===== src/sv/mfa_queue.sv =====
// Small FIFO between front and back ends.
`default_nettype none
module mfa_queue #(
    parameter int DW    = 8,
    parameter int DEPTH = 4
) (
    input  wire logic          i_clk,
    input  wire logic          i_rst_n,
    input  wire logic          i_valid,
    output logic               o_ready,
    input  wire logic [DW-1:0] i_data,
    output logic               o_valid,
    input  wire logic          i_ready,
    output logic [DW-1:0]      o_data
);
    localparam int AW = $clog2(DEPTH);
    logic [DW-1:0] r_mem [DEPTH];
    logic [AW-1:0] r_wp, r_rp;
    logic [AW:0]   r_cnt;
    logic          wr, rd;

    assign o_ready = r_cnt != (AW+1)'(DEPTH);
    assign o_valid = r_cnt != '0;
    assign wr = i_valid && o_ready;
    assign rd = o_valid && i_ready;
    assign o_data = r_mem[r_rp];

    always_ff @(posedge i_clk) begin
        if (!i_rst_n) begin
            r_wp <= '0; r_rp <= '0; r_cnt <= '0;
        end else begin
            if (wr) r_wp <= (r_wp == AW'(DEPTH-1)) ? '0 : r_wp + 1'b1;
            if (rd) r_rp <= (r_rp == AW'(DEPTH-1)) ? '0 : r_rp + 1'b1;
            r_cnt <= r_cnt + (AW+1)'(wr) - (AW+1)'(rd);
        end
        if (wr) r_mem[r_wp] <= i_data;
    end
endmodule
`default_nettype wire


===== config.mk =====
export PLATFORM = sky130hd
export DESIGN_NAME = mfa_queue
export DESIGN_NICKNAME = d
export VERILOG_FILES = /design/src/sv/mfa_queue.sv
export SDC_FILE = /design/constraint.sdc
export NUM_CORES = 1
export LEC_CHECK = 0
export BUFFER_PORTS_ARGS = -buffer_cell sky130_fd_sc_hd__buf_2
export CAP_MARGIN = 20
export CORE_MARGIN = 2
export CORE_UTILIZATION = 52
export CTS_CLUSTER_DIAMETER = 150
export CTS_CLUSTER_SIZE = 12
export DETAILED_ROUTE_END_ITERATION = 16
export PLACE_DENSITY = 0.74
export SKIP_LAST_GASP = 1
export SYNTH_ARGS = -nofsm -noshare
export SYNTH_HDL_FRONTEND = slang
export SYNTH_SLANG_ARGS = --single-unit

===== constraint.sdc =====
create_clock -name i_clk -period 3.2 [get_ports i_clk]
set_input_delay 0.32 -clock i_clk [delete_from_list [all_inputs] [get_ports i_clk]]
set_output_delay 0.32 -clock i_clk [all_outputs]
set_load 0.01 [all_outputs]

==> key figures <==
STA
  • TNS Setup: 0 ns
  • Worst Max-Slew Pin Slew: 0.551 ns
  • Slew margin rel.: 63.2%
  • Worst Clk Skew: between 0.005 and 0.006 ns
  • Pins over their slew limit: 0
  • Final Hold Viols: 0
  • Setup WS post-layout: 0.718 ns
  • Final Cycle Share: between 70% and 80%
  • Setup violators final: 0
  • Post-layout min period: 2.48 ns
  • RSZ-0062 raised after global routing: no
  • Fmax: between 0.4 and 0.5 GHz

Die
  • # IOs: 22
  • Die Span Y: around 60 um
  • Core ar.: between 3000 and 4000 um2
  • Die X: approximately 60 um
  • Full die area: 3620 um2
  • Cell Rows: 20
  • Initial Util: 54.1%

Critical path
  • Slowest cell on the critical path: or3b_1
  • Setup CP Type: flop to flop
  • CP max FO: 7
  • Critical path data required time: approximately 3.4 ns
  • Critical path's most frequent cell: inv_1
  • Worst-path cell chain: or3b_1 > and2_4 > inv_1 > ha_1 > inv_1 > ha_1 > inv_1 > fa_1 > xnor2_1 > xnor2_1 > and2_1
  • Startpoint Class: flop
  • Crit path DAT: between 2 and 3 ns
  • CP peak stage delay: roughly 0.48 ns
  • Crit end category: flop
  • Worst reg2reg path depth: 11

Route
  • Final ANT Viol Nets: 0
  • Detailed-route wire length per cell: about 15 um
  • DRC violations left: 0
  • Via count: between 800 and 900
  • Starting DRT DRC Count: 7
  • WL final: 2410 um
  • Vias/cell: approximately 5.1
  • First drt pass iteration count: 3

Place
  • Gpl congestion: between 0.6 and 0.7
  • Detailed placement HPWL: 1710 um
  • Pre-CTS setup slack: 0.729 ns
  • Placed cell areas: between 1500 and 2000 um2
  • IO buf count: 21

Clocking
  • Hold_buf cts: 0
  • H-tree levels: 2
  • Post-CTS setup buffer count: 0
  • Root buffer cell: clkbuf_4
  • CTS clk-pin slew, worst paths: between 0.1 and 0.15 ns
  • Clock Tree Buf Depth: 2
  • CTS tree: done
  • Clock Latency Late Sink: 0.34 ns
  • CTS sink count: 41
  • Inserted Clock Buffers: 5
  • Post-cts repair resize count: 0

Global route
  • Vias in the first global route: 860
  • Total gr overflow: 0
  • Initial antenna violation count: 0
  • Global-route wire length before repair: about 4000 um
  • Largest net degree at the start of global routing: 14
  • Total track usage: between 15 and 20%

Layout
  • Fin util: 61.2%
  • Area of the multi-input gates: ~450 um2
  • Area grow syn2layout: 13.1%
  • Sequential cell area: about 1100 um2
  • Layout cells sized above 1: about 34%
  • Commonest non-fill, non-tap cell in the layout: edfxtp_1
  • Fillers: around 240
  • Finished Cell Area: approximately 1900 um2
  • Most frequent cells in the layout: 32 x edfxtp_1, 21 x buf_2, 9 x dfxtp_1
  • Diodes inserted: 0
  • Nets: roughly 140

Synthesis
  • Syn Inst Count: 94
  • Mean Syn Cell Area: 17.4 um2
  • Net Count, Synth: 114
  • Netlist cell types: 26
  • Syn Std Cell Area: 1640 um2
  • Adder-Cell Fraction of Synth Area: 6.56%
  • Synth top area cells: edfxtp_1 59%, dfxtp_1 11%, mux4_2 11%, ha_1 5.3%, inv_1 1.4%
  • Seq/Total Area, Yosys: slightly below 70%
  • Area leader, netlist: edfxtp_1
  • Synth Area in XOR/XNOR: under 10%
  • Synth Area in Simple Gates: under 10%
  • Mux contribution to synthesized area: 11.6%
  • Synth warn: 0
  • Register bit total from synthesis: 41
  • Complex-gate fraction of the synthesized area: approximately 1.4%
  • Post-synth top area share: between 50% and 60%
  • Largest family of logic cells by synthesized area: multiplexers

Power and ir drop
  • Pwr/cell area: around 730 nW/um2
  • Power Total: between 1 and 1.5 mW
  • Pleak: 0.687 nW
  • VDD IR max: about 0.50 mV

Min path
  • HP Class: input pin to flop
  • Hold Path Depth: 1

Run status
  • Status: completed

Run
  • Max-Cap Viols: 0
[metrics by stage]
step / hold WS, ns / instances
3_3_place_gp: 0.490 / 155
2_1_floorplan: 0.419 / 94
6_report: 0.193 / 163
5_1_grt: 0.157 / 163
4_1_cts: 0.180 / 163
3_5_place_dp: 0.506 / 155
[cell usage after synthesis]
library cell,n
nor2_1,2
nor2b_1,1
ha_1,7
mux4_2,8
o21ai_1,1
mux2i_1,1
edfxtp_1,32
nand3_1,2
or3_2,1
fa_1,1
and2_4,1
buf_2,1
dfxtp_1,9
inv_1,6
nand2_1,5
o21ai_0,2
clkbuf_1,1
and3_2,2
xnor2_1,2
o31ai_1,1
nand4_1,1
or3b_1,1
and3_1,2
and2_1,2
buf_6,1
buf_1,1
[path summary, 6_finish.rpt]
check                       startpoint                     to  slack, ns
setup / recovery   r_cnt[1]$_SDFF_PN0_    r_cnt[2]$_SDFF_PN0_       0.72
hold / removal               i_data[7]  r_mem[3][7]$_DFFE_PP_       0.19
setup reg to reg   r_cnt[1]$_SDFF_PN0_    r_cnt[2]$_SDFF_PN0_       0.72
hold reg to reg   r_wp[1]$_SDFFE_PN0P_   r_wp[1]$_SDFFE_PN0P_       0.51
[cell type report]
type	instances	share of cell area (%)
multi-input combinational	43	24.4
sequential	41	61.5
timing repair buffer	21	5.67
inverter	6	1.21
tap	44	2.97
clock buffer	5	2.02
clock inverter	3	2.23
[state kept, by name, summed over array words and instances, names as in the netlist, named ones only]
| name | count |
|---|---|
| r_cnt | 3 |
| r_rp | 2 |
| r_mem | 32 |
| r_wp | 2 |
[routing by layer]
metal / GRT usage, % / routed length (um)
met2: 24.8 / 1170
met1: 20.2 / 1080
met3: 6.28 / 114
met5: 0 / 0
met4: 7.30 / 41
[power by group]
| part | switching [mW] | internal (mW) |
|---|---|---|
| logic | 0.147 | 0.174 |
| clock network | 0.158 | 0.162 |
| registers | 0.0627 | 0.651 |
[worst max-delay path, delay by kind of cell (launching register included)]
family | cells | cell delay, ns
DFF | 1 | 0.39
xor gates and xnor gates | 2 | 0.30
buffers and inverters | 3 | 0.16
adders and majority gates | 3 | 0.73
and+or+nand+nor | 3 | 0.83
[logic make-up after synthesis]
| logic type | count (synthesis) |
|---|---|
| adder cells (fa/ha/maj) | 8 |
| XOR/XNOR | 2 |
| multiplexers | 9 |
| AND/OR/NAND/NOR | 20 |
| flip-flops | 41 |
| buffers and inverters | 10 |
| AO/OA/AOI/OAI | 4 |
(Power assumes the default switching activity.)
