**src/sv/mfa_pkg.sv**
```systemverilog
// Shared constants and operation codes for the mixed fraction ALU.
`default_nettype none
package mfa_pkg;
    localparam int PartWidth = 12;
    localparam int ResWidth  = 48;
    localparam int TypeWidth = 3;

    localparam logic [TypeWidth-1:0] OP_ADD = 3'd0;
    localparam logic [TypeWidth-1:0] OP_SUB = 3'd1;
    localparam logic [TypeWidth-1:0] OP_MUL = 3'd2;
    localparam logic [TypeWidth-1:0] OP_DIV = 3'd3;
    localparam logic [TypeWidth-1:0] OP_CMP = 3'd4;
endpackage
`default_nettype wire

```
**src/sv/mfa_front.sv**
```systemverilog
// Front end: operand validation, improper fractions and cross products.
`default_nettype none
module mfa_front #(
    parameter int PW = mfa_pkg::PartWidth,
    parameter int FW = 2 * PW + 1
) (
    input  wire logic                           i_clk,
    input  wire logic                           i_rst_n,
    input  wire logic                           i_valid,
    output logic                                o_ready,
    input  wire logic [mfa_pkg::TypeWidth-1:0]  i_req_type,
    input  wire logic signed [PW-1:0]           i_a_whole,
    input  wire logic signed [PW-1:0]           i_a_num,
    input  wire logic signed [PW-1:0]           i_a_den,
    input  wire logic signed [PW-1:0]           i_b_whole,
    input  wire logic signed [PW-1:0]           i_b_num,
    input  wire logic signed [PW-1:0]           i_b_den,
    output logic                                o_valid,
    input  wire logic                           i_ready,
    output logic [mfa_pkg::TypeWidth-1:0]       o_op,
    output logic signed [2*FW-1:0]              o_x,
    output logic signed [2*FW-1:0]              o_y,
    output logic signed [2*FW-1:0]              o_z
);
    import mfa_pkg::*;
    localparam int XW = 2 * FW;

    // Stage 1 holds the improper fractions; stage 2 holds the products.
    logic                  r_v1, r_v2;
    logic [TypeWidth-1:0]  r_op1, r_op2;
    logic signed [FW-1:0]  r_n1, r_d1, r_n2, r_d2;
    logic signed [XW-1:0]  r_x, r_y, r_z;
    logic signed [FW-1:0]  n_n1, n_d1, n_n2, n_d2;
    logic                  adv2, adv1;

    function automatic logic signed [2*FW-1:0] improper(
        input logic signed [PW-1:0] w, input logic signed [PW-1:0] n,
        input logic signed [PW-1:0] d);
        logic signed [PW-1:0] ww, nn, dd;
        logic [1:0] negs;
        logic signed [FW-1:0] num, prod;
        begin
            negs = 2'(w[PW-1]) + 2'(n[PW-1]) + 2'(d[PW-1]);
            if (d == '0 || negs > 2'd1) begin
                ww = '0; nn = '0; dd = PW'(1);
            end else begin
                ww = w; nn = n; dd = d;
            end
            prod = FW'(ww) * FW'(dd);
            if (ww[PW-1]) num = prod - FW'(nn);
            else num = prod + FW'(nn);
            improper = {num, FW'(dd)};
        end
    endfunction

    always_comb begin
        {n_n1, n_d1} = improper(i_a_whole, i_a_num, i_a_den);
        {n_n2, n_d2} = improper(i_b_whole, i_b_num, i_b_den);
    end

    assign adv2 = !r_v2 || i_ready;
    assign adv1 = !r_v1 || adv2;
    assign o_ready = adv1;

    always_ff @(posedge i_clk) begin
        if (!i_rst_n) begin
            r_v1 <= 1'b0;
            r_v2 <= 1'b0;
        end else begin
            if (adv1) r_v1 <= i_valid;
            if (adv2) r_v2 <= r_v1;
        end
        if (adv1 && i_valid) begin
            r_op1 <= i_req_type;
            r_n1 <= n_n1; r_d1 <= n_d1; r_n2 <= n_n2; r_d2 <= n_d2;
        end
        if (adv2 && r_v1) begin
            r_op2 <= r_op1;
            unique case (r_op1)
                OP_MUL: begin
                    r_x <= XW'(r_n1) * XW'(r_n2);
                    r_y <= XW'(r_d1) * XW'(r_d2);
                    r_z <= '0;
                end
                OP_DIV: begin
                    r_x <= XW'(r_n1) * XW'(r_d2);
                    r_y <= XW'(r_d1) * XW'(r_n2);
                    r_z <= XW'(r_n2);
                end
                default: begin
                    r_x <= XW'(r_n1) * XW'(r_d2);
                    r_y <= XW'(r_n2) * XW'(r_d1);
                    r_z <= XW'(r_d1) * XW'(r_d2);
                end
            endcase
        end
    end

    assign o_valid = r_v2;
    assign o_op    = r_op2;
    assign o_x     = r_x;
    assign o_y     = r_y;
    assign o_z     = r_z;
endmodule
`default_nettype wire

```
**config.mk**
```make
export PLATFORM = sky130hd
export DESIGN_NAME = mfa_front
export DESIGN_NICKNAME = d
export VERILOG_FILES = /design/src/sv/mfa_pkg.sv /design/src/sv/mfa_front.sv
export SDC_FILE = /design/constraint.sdc
export NUM_CORES = 2
export LEC_CHECK = 0
export ABC_AREA = 0
export BUFFER_PORTS_ARGS = -buffer_cell sky130_fd_sc_hd__buf_2
export CORE_ASPECT_RATIO = 0.7
export CORE_MARGIN = 2
export CORE_UTILIZATION = 61
export CTS_BUF_LIST = sky130_fd_sc_hd__clkbuf_2 sky130_fd_sc_hd__clkbuf_4 sky130_fd_sc_hd__clkbuf_8
export DETAILED_ROUTE_END_ITERATION = 10
export GPL_ROUTABILITY_DRIVEN = 0
export PLACE_DENSITY = 0.89
export RECOVER_POWER = 25
export SLEW_MARGIN = 20
export SYNTH_ARGS = -nofsm -noshare
export SYNTH_HDL_FRONTEND = slang
export SYNTH_SLANG_ARGS = --single-unit
export TNS_END_PERCENT = 30
```
**constraint.sdc**
```tcl
create_clock -name i_clk -period 13.2 [get_ports i_clk]
set_input_delay 2.64 -clock i_clk [delete_from_list [all_inputs] [get_ports i_clk]]
set_output_delay 2.64 -clock i_clk [all_outputs]
set_load 0.05 [all_outputs]
```
==> impl_metrics.ini <==
[status]
run_status = finished with violations
failed_checks = max-capacitance violations, max-slew violations

[synthesis]
synth_top_cells_by_count = inv_1, fa_1, nand2_1
synth.top_cell.area_share_pct = 46.4
syn-num-nets = 9771
synthCells = 7582
ys_seq_area_share_pct = 8.34
ys_ff_latch = 194
ys_warn_count = 0
synth_async_sr_flop_share_pct = 0
synth_edf_count = 192
syn_area_um2 = 69600
ys_top_cells_by_area = fa_1, inv_1, ha_1
synthFlopType = edfxtp_1
synth.largest_area_cell = fa_1
avgSynthCellArea_um2 = 9.18
synth.most_common_cell = inv_1
synth_cell_type_count = 88

[place]
dp.cells = 8988
port_buffers = 233
post-dp-hpwl_mm = 146
placed_area_um2 = 71600

[worst_setup_path]
slowest_delay_ps = 740
cpMostUsedCell = inv_1
path_max_fanout = 50
path_class = in2reg
crit_path_start_kind = primary input
critical_path_required_ps = 13650
cp_slowest_cell = a31oi_4
worstPathArrival_ps = 11570
critPathCaptureType = flip-flop

[global_route]
grt_overflow = 0
grt_pass1_wl_mm = 302
grt_max_degree = 62
grt_pass1_vias = 58700
grt_usage_pct = 33.0
antenna_found_initial = 6

[clock_network]
cts_buffer_depth = 2
cts_made_buffers = 17
hold_buffers = 0
cts-root-buf = clkbuf_8
ctsResizeCount = 0
post_cts_buffers = 0
h-tree-depth = 4
cts_tree = built
cts_sinks = 194
cts.clk_slew.worst_paths_ps = 130
clk_latency_ps = 720

[die]
core_um2 = 113000
num_io_pins = 234
dieArea_um2 = 117000
chipWidth_um = 408
initial_core_util_pct = 61.6
row_count = 103
die_y_um = 287

[routing]
ant_nets = 0
drtPass1Iterations = 7
routedWlPerCell_um = 20.6
drc = 0
drt_iter0_drc = 5366
viasPerCell = 5.87
num_vias = 53000
wirelength_mm = 186

[timing]
finalCritPeriodShare_pct = 84.3
clock.fmax_mhz = 89.8
worst_slew_pin_slew_ps = 3530
setup_violations = 0
fin_skew_ps = 70.2
drv_slew = 256
final.setup.tns_ps = 0
rsz0062_at_grt = false
hold_violations = 0
finalCriticalPeriod_ps = 11130
max-slew-margin-rel_pct = -135

[layout]
final_nets = 9674
area_growth_pct = 3.39
design_area_um2 = 71900
seqCellArea_um2 = 5810
instances_no_fill = 9021
fill_cells = 8390
multi_input_area_um2 = 55800
final_util_pct = 63.7
layout-drive-gt1-share_pct = 5.50

[hold_path]
min_path_type = reg2reg

[flow_run]
maxCapViolations = 7
==> worst max-delay path: cells and delay by family <==
kind,cells,cell delay [ps]
adder cells (fa/ha/maj),8,3100
AO/OA/AOI/OAI,11,3300
XOR/XNOR,2,500
AND/OR/NAND/NOR,5,950
buffers and inverters,7,1080
==> routing by layer <==
metal / global-route usage (%) / part of all wire, % / vias to the layer above
met2: 52.1 / 45 / 3681
li1: - / - / 22500
met3: 12.7 / 15 / 730
met1: 40.8 / 36 / 26100
met4: 13.7 / 4.5 / 12
met5: 0 / 0.040 / -
==> path summary, 6_finish.rpt <==
kind / start / end / slack [ps] / cells past startpoint
min: r_op1[1] / o_op[1] / 500 / 0
max: i_b_whole[11] / r_n2[24] / 2070 / 33
max reg2reg: r_d2[0] / o_y[23] / 4700 / 21
min reg2reg: r_op1[1] / o_op[1] / 500 / 0
==> area by class of cell <==
class | instances | area share (%)
diodes | 2 | 0.00696
clock buffers | 17 | 0.325
clock inverters | 14 | 0.197
inverters | 1661 | 8.67
multi-input cells | 5290 | 77.6
flip-flops and latches | 194 | 8.07
well taps | 1522 | 2.65
repair buffers | 321 | 2.51
==> sequential cells by signal, summed over array words and instances, names as in the netlist <==
signal,flops
o_valid,1
r_op1,3
o_y,37
r_v1,1
r_n1,25
o_x,50
r_d1,12
o_op,3
r_d2,12
o_z,25
r_n2,25
==> metrics by stage <==
| step | setup WS (ps) | hold slack (ps) |
|---|---|---|
| 3_3_place_gp | 1810 | 471 |
| 4_1_cts | 2300 | 503 |
| 6_report | 2070 | 503 |
| 2_1_floorplan | 3110 | 439 |
| 5_1_grt | 1600 | 523 |
| 3_5_place_dp | 1510 | 475 |
==> cell usage in the layout (no fill, tap or decap), drive strengths merged, types with 7 or more instances in the layout <==
cell	instances
o211ai	21
fa	1612
and2	460
o21bai	24
clkbuf	22
nand4	12
nor3	42
or3	21
inv	1669
o21a	33
a21boi	10
a21o	67
a31o	7
nor2	147
buf	316
nand3	78
a31oi	14
xor2	67
o31ai	9
o22ai	7
xnor2	160
nand2b	122
nor4	15
and3	112
a211o	11
or2	17
nand2	1193
a21oi	204
o21ai	177
ha	498
edfxtp	192
nor2b	33
a211oi	24
mux2i	7
==> cell families after synthesis <==
kind of cell / count (synthesis) / synth area share [%]
AND/OR/NAND/NOR: 2281 / 15.6
adder cells (fa/ha/maj): 2110 / 55.3
buffers and inverters: 2098 / 11.5
AO/OA/AOI/OAI: 660 / 6.18
XOR/XNOR: 228 / 2.89
flip-flops: 194 / 8.34
multiplexers: 11 / 0.165
Power is not shown: default switching activity piles up to over one toggle a cycle in this logic, so the estimate is an artifact.
