$ cat src/sv/mfa_pkg.sv
// Shared constants and operation codes for the mixed fraction ALU.
`default_nettype none
package mfa_pkg;
    localparam int PartWidth = 12;
    localparam int ResWidth  = 48;
    localparam int TypeWidth = 3;

    localparam logic [TypeWidth-1:0] OP_ADD = 3'd0;
    localparam logic [TypeWidth-1:0] OP_SUB = 3'd1;
    localparam logic [TypeWidth-1:0] OP_MUL = 3'd2;
    localparam logic [TypeWidth-1:0] OP_DIV = 3'd3;
    localparam logic [TypeWidth-1:0] OP_CMP = 3'd4;
endpackage
`default_nettype wire

$ cat src/sv/mfa_back.sv
// Back end: compare, gcd reduction by iterative division, result register.
`default_nettype none
module mfa_back #(
    parameter int XW = 50
) (
    input  wire logic                          i_clk,
    input  wire logic                          i_rst_n,
    input  wire logic                          i_valid,
    output logic                               o_ready,
    input  wire logic [mfa_pkg::TypeWidth-1:0] i_op,
    input  wire logic signed [XW-1:0]          i_x,
    input  wire logic signed [XW-1:0]          i_y,
    input  wire logic signed [XW-1:0]          i_z,
    output logic                               o_valid,
    input  wire logic                          i_ready,
    output logic signed [mfa_pkg::ResWidth-1:0] o_res_num,
    output logic signed [mfa_pkg::ResWidth-1:0] o_res_den,
    output logic                               o_less,
    output logic                               o_equal,
    output logic                               o_greater,
    output logic                               o_div_zero
);
    import mfa_pkg::*;
    localparam int RW = ResWidth;
    localparam int CW = $clog2(XW + 1);

    localparam logic [2:0] S_IDLE = 3'd0;
    localparam logic [2:0] S_GCD  = 3'd1;
    localparam logic [2:0] S_DIV  = 3'd2;
    localparam logic [2:0] S_QN   = 3'd3;
    localparam logic [2:0] S_QD   = 3'd4;
    localparam logic [2:0] S_OUT  = 3'd5;

    logic [2:0]           r_state;
    logic signed [XW-1:0] r_rn, r_rd, r_gx, r_gy;
    // Unsigned restoring divider: dividend shifts into remainder one bit a cycle.
    logic [XW-1:0]        r_dvd, r_dvs, r_rem;
    logic                 r_dneg, r_nneg;
    logic [CW-1:0]        r_cnt;
    logic [XW:0]          trial;
    logic [XW-1:0]        rem_sh, ax, ay;
    logic signed [XW-1:0] sgn_rem, sgn_quo;

    assign ax = r_gx[XW-1] ? XW'(-r_gx) : XW'(r_gx);
    assign ay = r_gy[XW-1] ? XW'(-r_gy) : XW'(r_gy);
    assign rem_sh = {r_rem[XW-2:0], r_dvd[XW-1]};
    assign trial = {1'b0, rem_sh} - {1'b0, r_dvs};
    assign sgn_rem = r_nneg ? -$signed(r_rem) : $signed(r_rem);
    assign sgn_quo = (r_nneg ^ r_dneg) ? -$signed(r_dvd) : $signed(r_dvd);

    assign o_ready = r_state == S_IDLE && !o_valid;

    always_ff @(posedge i_clk) begin
        if (!i_rst_n) begin
            r_state <= S_IDLE;
            o_valid <= 1'b0;
        end else begin
            if (o_valid && i_ready) o_valid <= 1'b0;
            unique case (r_state)
                S_IDLE: if (i_valid && o_ready) begin
                    o_less <= 1'b0; o_equal <= 1'b0; o_greater <= 1'b0;
                    o_div_zero <= 1'b0;
                    o_res_num <= RW'(i_x); o_res_den <= RW'(i_y);
                    unique case (i_op) inside
                        OP_ADD, OP_SUB: begin
                            r_rn <= (i_op == OP_ADD) ? i_x + i_y : i_x - i_y;
                            r_gx <= (i_op == OP_ADD) ? i_x + i_y : i_x - i_y;
                            r_rd <= i_z;
                            r_gy <= i_z;
                            r_state <= S_GCD;
                        end
                        OP_MUL: o_valid <= 1'b1;
                        OP_DIV: begin
                            o_div_zero <= i_z == '0;
                            o_valid <= 1'b1;
                        end
                        OP_CMP: begin
                            o_res_num <= '0; o_res_den <= '0;
                            o_less <= i_x < i_y;
                            o_equal <= i_x == i_y;
                            o_greater <= i_x > i_y;
                            o_valid <= 1'b1;
                        end
                        default: begin
                            o_res_num <= '0; o_res_den <= '0;
                            o_valid <= 1'b1;
                        end
                    endcase
                end
                S_GCD: begin
                    if (r_gy == '0) begin
                        if (r_gx == '0) begin
                            o_res_num <= RW'(r_rn); o_res_den <= RW'(r_rd);
                            o_valid <= 1'b1;
                            r_state <= S_IDLE;
                        end else begin
                            r_dvd <= r_rn[XW-1] ? XW'(-r_rn) : XW'(r_rn);
                            r_nneg <= r_rn[XW-1];
                            r_dvs <= ax; r_dneg <= r_gx[XW-1];
                            r_rem <= '0; r_cnt <= CW'(XW);
                            r_state <= S_QN;
                        end
                    end else begin
                        r_dvd <= ax; r_nneg <= r_gx[XW-1];
                        r_dvs <= ay; r_dneg <= r_gy[XW-1];
                        r_rem <= '0; r_cnt <= CW'(XW);
                        r_state <= S_DIV;
                    end
                end
                S_DIV, S_QN, S_QD: begin
                    if (r_cnt != '0) begin
                        r_cnt <= r_cnt - 1'b1;
                        r_dvd <= {r_dvd[XW-2:0], !trial[XW]};
                        r_rem <= trial[XW] ? rem_sh : trial[XW-1:0];
                    end else if (r_state == S_DIV) begin
                        r_gx <= r_gy;
                        r_gy <= sgn_rem;
                        r_state <= S_GCD;
                    end else if (r_state == S_QN) begin
                        o_res_num <= RW'(sgn_quo);
                        r_dvd <= r_rd[XW-1] ? XW'(-r_rd) : XW'(r_rd);
                        r_nneg <= r_rd[XW-1];
                        r_rem <= '0; r_cnt <= CW'(XW);
                        r_state <= S_QD;
                    end else begin
                        o_res_den <= RW'(sgn_quo);
                        o_valid <= 1'b1;
                        r_state <= S_IDLE;
                    end
                end
                default: r_state <= S_IDLE;
            endcase
        end
    end
endmodule
`default_nettype wire

$ cat config.mk
export PLATFORM = sky130hd
export DESIGN_NAME = mfa_back
export DESIGN_NICKNAME = d
export VERILOG_FILES = /design/src/sv/mfa_pkg.sv /design/src/sv/mfa_back.sv
export SDC_FILE = /design/constraint.sdc
export NUM_CORES = 1
export LEC_CHECK = 0
export BUFFER_PORTS_ARGS = -buffer_cell sky130_fd_sc_hd__buf_2
export CORE_ASPECT_RATIO = 0.8
export CORE_UTILIZATION = 55
export CTS_BUF_LIST = sky130_fd_sc_hd__clkbuf_16
export DETAILED_ROUTE_END_ITERATION = 6
export PLACE_DENSITY_LB_ADDON = 0.15
export SLEW_MARGIN = 5
export SYNTH_ARGS = -nofsm -noshare
export SYNTH_HDL_FRONTEND = slang
export SYNTH_SLANG_ARGS = --single-unit
$ cat constraint.sdc
create_clock -name i_clk -period 12.6 [get_ports i_clk]
set_input_delay 2.52 -clock i_clk [delete_from_list [all_inputs] [get_ports i_clk]]
set_output_delay 2.52 -clock i_clk [all_outputs]
set_load 0.1 [all_outputs]
==> metrics.md <==
| Metric | Value |
|---|---|
| Status | `finished, final reports clean` |
| CTS Buf Count | `49` |
| Peak Freq | `160.1 MHz` |
| Post-route ant nets | `0` |
| Crit path kind | `in2reg` |
| Clock power share | `0.355` |
| CTS tree | `built` |
| Slew margin rel. | `0.1142` |
| Yosys top cell area share | `0.4003` |
| Post-synth cell types | `84` |
| First-pass GRT wire length | `181,200 um` |
| Synth warn | `0` |
| GPL Wtd Cong | `1.025` |
| All-layer global routing usage | `0.3814` |
| Max_cap viols | `0` |
| H-tree depth | `2` |
| Nets | `4,247` |
| DR iter-0 viols | `3,745` |
| Leading area contributor after synthesis | `edfxtp_1` |
| Fin crit share | `0.4957` |
| Overflow after GRT | `0` |
| Die X | `281.4 um` |
| Share of cells above drive strength 1 | `0.1164` |
| Sequential power share | `0.434` |
| Yosys reg bits | `462` |
| Mapped Cells | `3,798` |
| Clk buf depth | `3` |
| Average routed wire per standard cell | `25.61 um` |
| Sequential fraction of the synthesis area | `0.4026` |
| Area grow syn2layout | `10.26%` |
| Post-CTS Resized | `0` |
| Sw Pwr | `0.001326 W` |
| Crit path arrival time | `6.60 ns` |
| Most frequent cells after synthesis | `458 x edfxtp_1, 442 x nand2_1, 327 x o21ai_0` |
| Most frequent cell after synthesis | `edfxtp_1` |
| DRC | `0` |
| Via count | `31,530` |
| Clock Sinks | `462` |
| Static Leakage | `14.31 nW` |
| CP Max Fanout | `5` |
| Drt total wl | `122,900 um` |
| Clk_skew | `0.02014 ns` |
| Startpoint types | `input pin` |
| Overall power | `0.004184 W` |
| Die area | `0.06348 mm2` |
| Core Box Area | `0.06142 mm2` |
| Initial antenna violation count | `4` |
| Pin count of the biggest net entering global routing | `195` |
| WP data required | `12.96 ns` |
| Setup-failing EPs final | `0` |
| FILL cells | `5,378` |
| EDFF count, synth | `458` |
| Cts-stage hold buffer count | `0` |
| Switching Fraction | `0.3168` |
| Slew @ Worst Pin | `1.318 ns` |
| PwrDens | `110.4 mW/mm2` |
| Total iterations of the first detailed-routing run | `6` |
| Average cell area after synthesis | `9.047 um2` |
| IO Pins | `259` |
| Minimum clock period after layout | `6.246 ns` |
| CP endpoint kind | `flop` |
| P_int | `0.002858 W` |
| Initial core utilization | `0.5594` |
| Hold Path Class | `reg2reg` |
| Die Y | `225.6 um` |
| Ys async rst share | `0` |
| RSZ-0062 raised after global routing | `no` |
| TNS Setup | `0 ns` |
| Synth area leaders | `edfxtp_1 40%, xor2_1 6.0%, ha_1 5.7%, nand2_1 4.8%, o21ai_0 4.8%` |
| Worst vdd ir | `0.00009596 V` |
| Clock Latency Late Sink | `0.62 ns` |
| CTS root buf | `clkbuf_16` |
| Hpwl dp | `95,310 um` |
| Clock-pin slew on the worst setup and hold paths | `0.07 ns` |
| Vias per cell | `6.569` |
| Logic pwr share | `0.211` |
| Synthesized area | `0.03436 mm2` |
| PortBufs | `258` |
| Syn Nets | `4,115` |
| Final hold vios | `0` |
| Slew Viols, Final | `0` |
| Setup bufs post-CTS | `0` |
| Ys flop type | `edfxtp_1` |
| Vias in the first global route | `29,110` |
| Std cell rows | `81` |
[cell usage in the layout, fill, tap and decap left out, types with 54 or more instances in the layout]
cell / count
or3_1: 54
ha_1: 157
o31ai_1: 101
nand3_1: 66
a221o_1: 88
buf_2: 258
o21ai_0: 327
nand2_1: 442
xnor2_1: 136
xor2_1: 233
nor4_1: 59
a21oi_1: 279
nor2_1: 273
edfxtp_1: 458
inv_1: 191
[registers in the layout, indices dropped and copies added, names as in the netlist]
| register | cells |
|---|---|
| r_gx | 50 |
| o_res_num | 48 |
| r_gy | 50 |
| r_dvs | 50 |
| r_dneg | 1 |
| r_state | 3 |
| r_rd | 50 |
| r_rem | 50 |
| o_div_zero | 1 |
| o_greater | 1 |
| r_cnt | 6 |
| o_less | 1 |
| r_dvd | 50 |
| r_rn | 50 |
| o_res_den | 48 |
| o_valid | 1 |
| o_equal | 1 |
| r_nneg | 1 |
[cells by family after synthesis]
logic type,Yosys count,synth area share
flops,462,0.4026
buf+inv,403,0.04410
fa+ha+maj,160,0.05892
simple gates,1182,0.1638
compound gates,1179,0.2230
mux,41,0.01304
xor+xnor,371,0.09457
[worst max-delay path: stages]
cell	delay (ns)
buf_2	0.11
inv_1	0.05
ha_1	0.23
fa_1	0.38
nand2b_1	0.18
a21oi_1	0.21
o311ai_1	0.13
a31oi_1	0.55
a31oi_1	0.32
o21ai_0	0.86
a31oi_1	0.23
a221oi_1	0.36
xnor2_1	0.18
mux2_2	0.28
[stage by stage]
step / worst slack [ns] / hold WS, ns / cell area (um2) / util / std cells
after global routing: 6.230 / 0.6181 / 37880 / 0.6168 / 4799
after CTS: 6.583 / 0.5907 / 37880 / 0.6168 / 4799
after detailed placement: 5.944 / 0.5754 / 36280 / 0.5907 / 4709
final: 6.354 / 0.5924 / 37890 / 0.6169 / 4800
after global placement: 6.022 / 0.5645 / 36280 / 0.5907 / 4709
after floorplan: 0.9457 / 0.5303 / 34360 / - / 3798
[cell type report]
type | count | area (um2) | share of cell area
clock inverters | 40 | 354.1 | 0.009346
clock buffers | 50 | 1251 | 0.03303
multi-input cells | 2933 | 19120 | 0.5046
repair buffers | 294 | 1574 | 0.04155
inverters | 190 | 713.2 | 0.01882
flip-flops and latches | 462 | 13830 | 0.3651
well taps | 830 | 1039 | 0.02741
diodes | 1 | 2.502 | 0.00006605
[path summary, 6_finish.rpt]
check	slack, ns	start	cells after the start	end
min reg2reg	0.59	r_cnt[0]$_SDFFCE_PN0P_	1	r_cnt[0]$_SDFFCE_PN0P_
min	0.59	r_cnt[0]$_SDFFCE_PN0P_	1	r_cnt[0]$_SDFFCE_PN0P_
max	6.35	i_x[0]	14	r_gx[46]$_DFFE_PP_
max reg2reg	7.39	r_gy[6]$_DFFE_PP_	10	o_res_num[6]$_DFFE_PP_
[power groups by stage]
| stage | clock network, W | logic, W | registers [W] |
|---|---|---|---|
| finish | 0.00148 | 0.000884 | 0.00182 |
| detailed placement | 0 | 0.000866 | 0.00185 |
| global placement | 0 | 0.000865 | 0.00185 |
| global route | 0.00156 | 0.000940 | 0.00182 |
| floorplan | 0 | 0.000454 | 0.00199 |
| CTS | 0.00149 | 0.000871 | 0.00181 |
[routing by layer]
layer | vias up | routed length [um] | GRT usage
met4 | 2 | 6945 | 0.1935
li1 | 14410 | - | -
met5 | - | 13 | 0
met1 | 15160 | 49860 | 0.5063
met2 | 1655 | 56370 | 0.6078
met3 | 300 | 9751 | 0.05474
No activity file was read; power rests on OpenSTA's default activity.
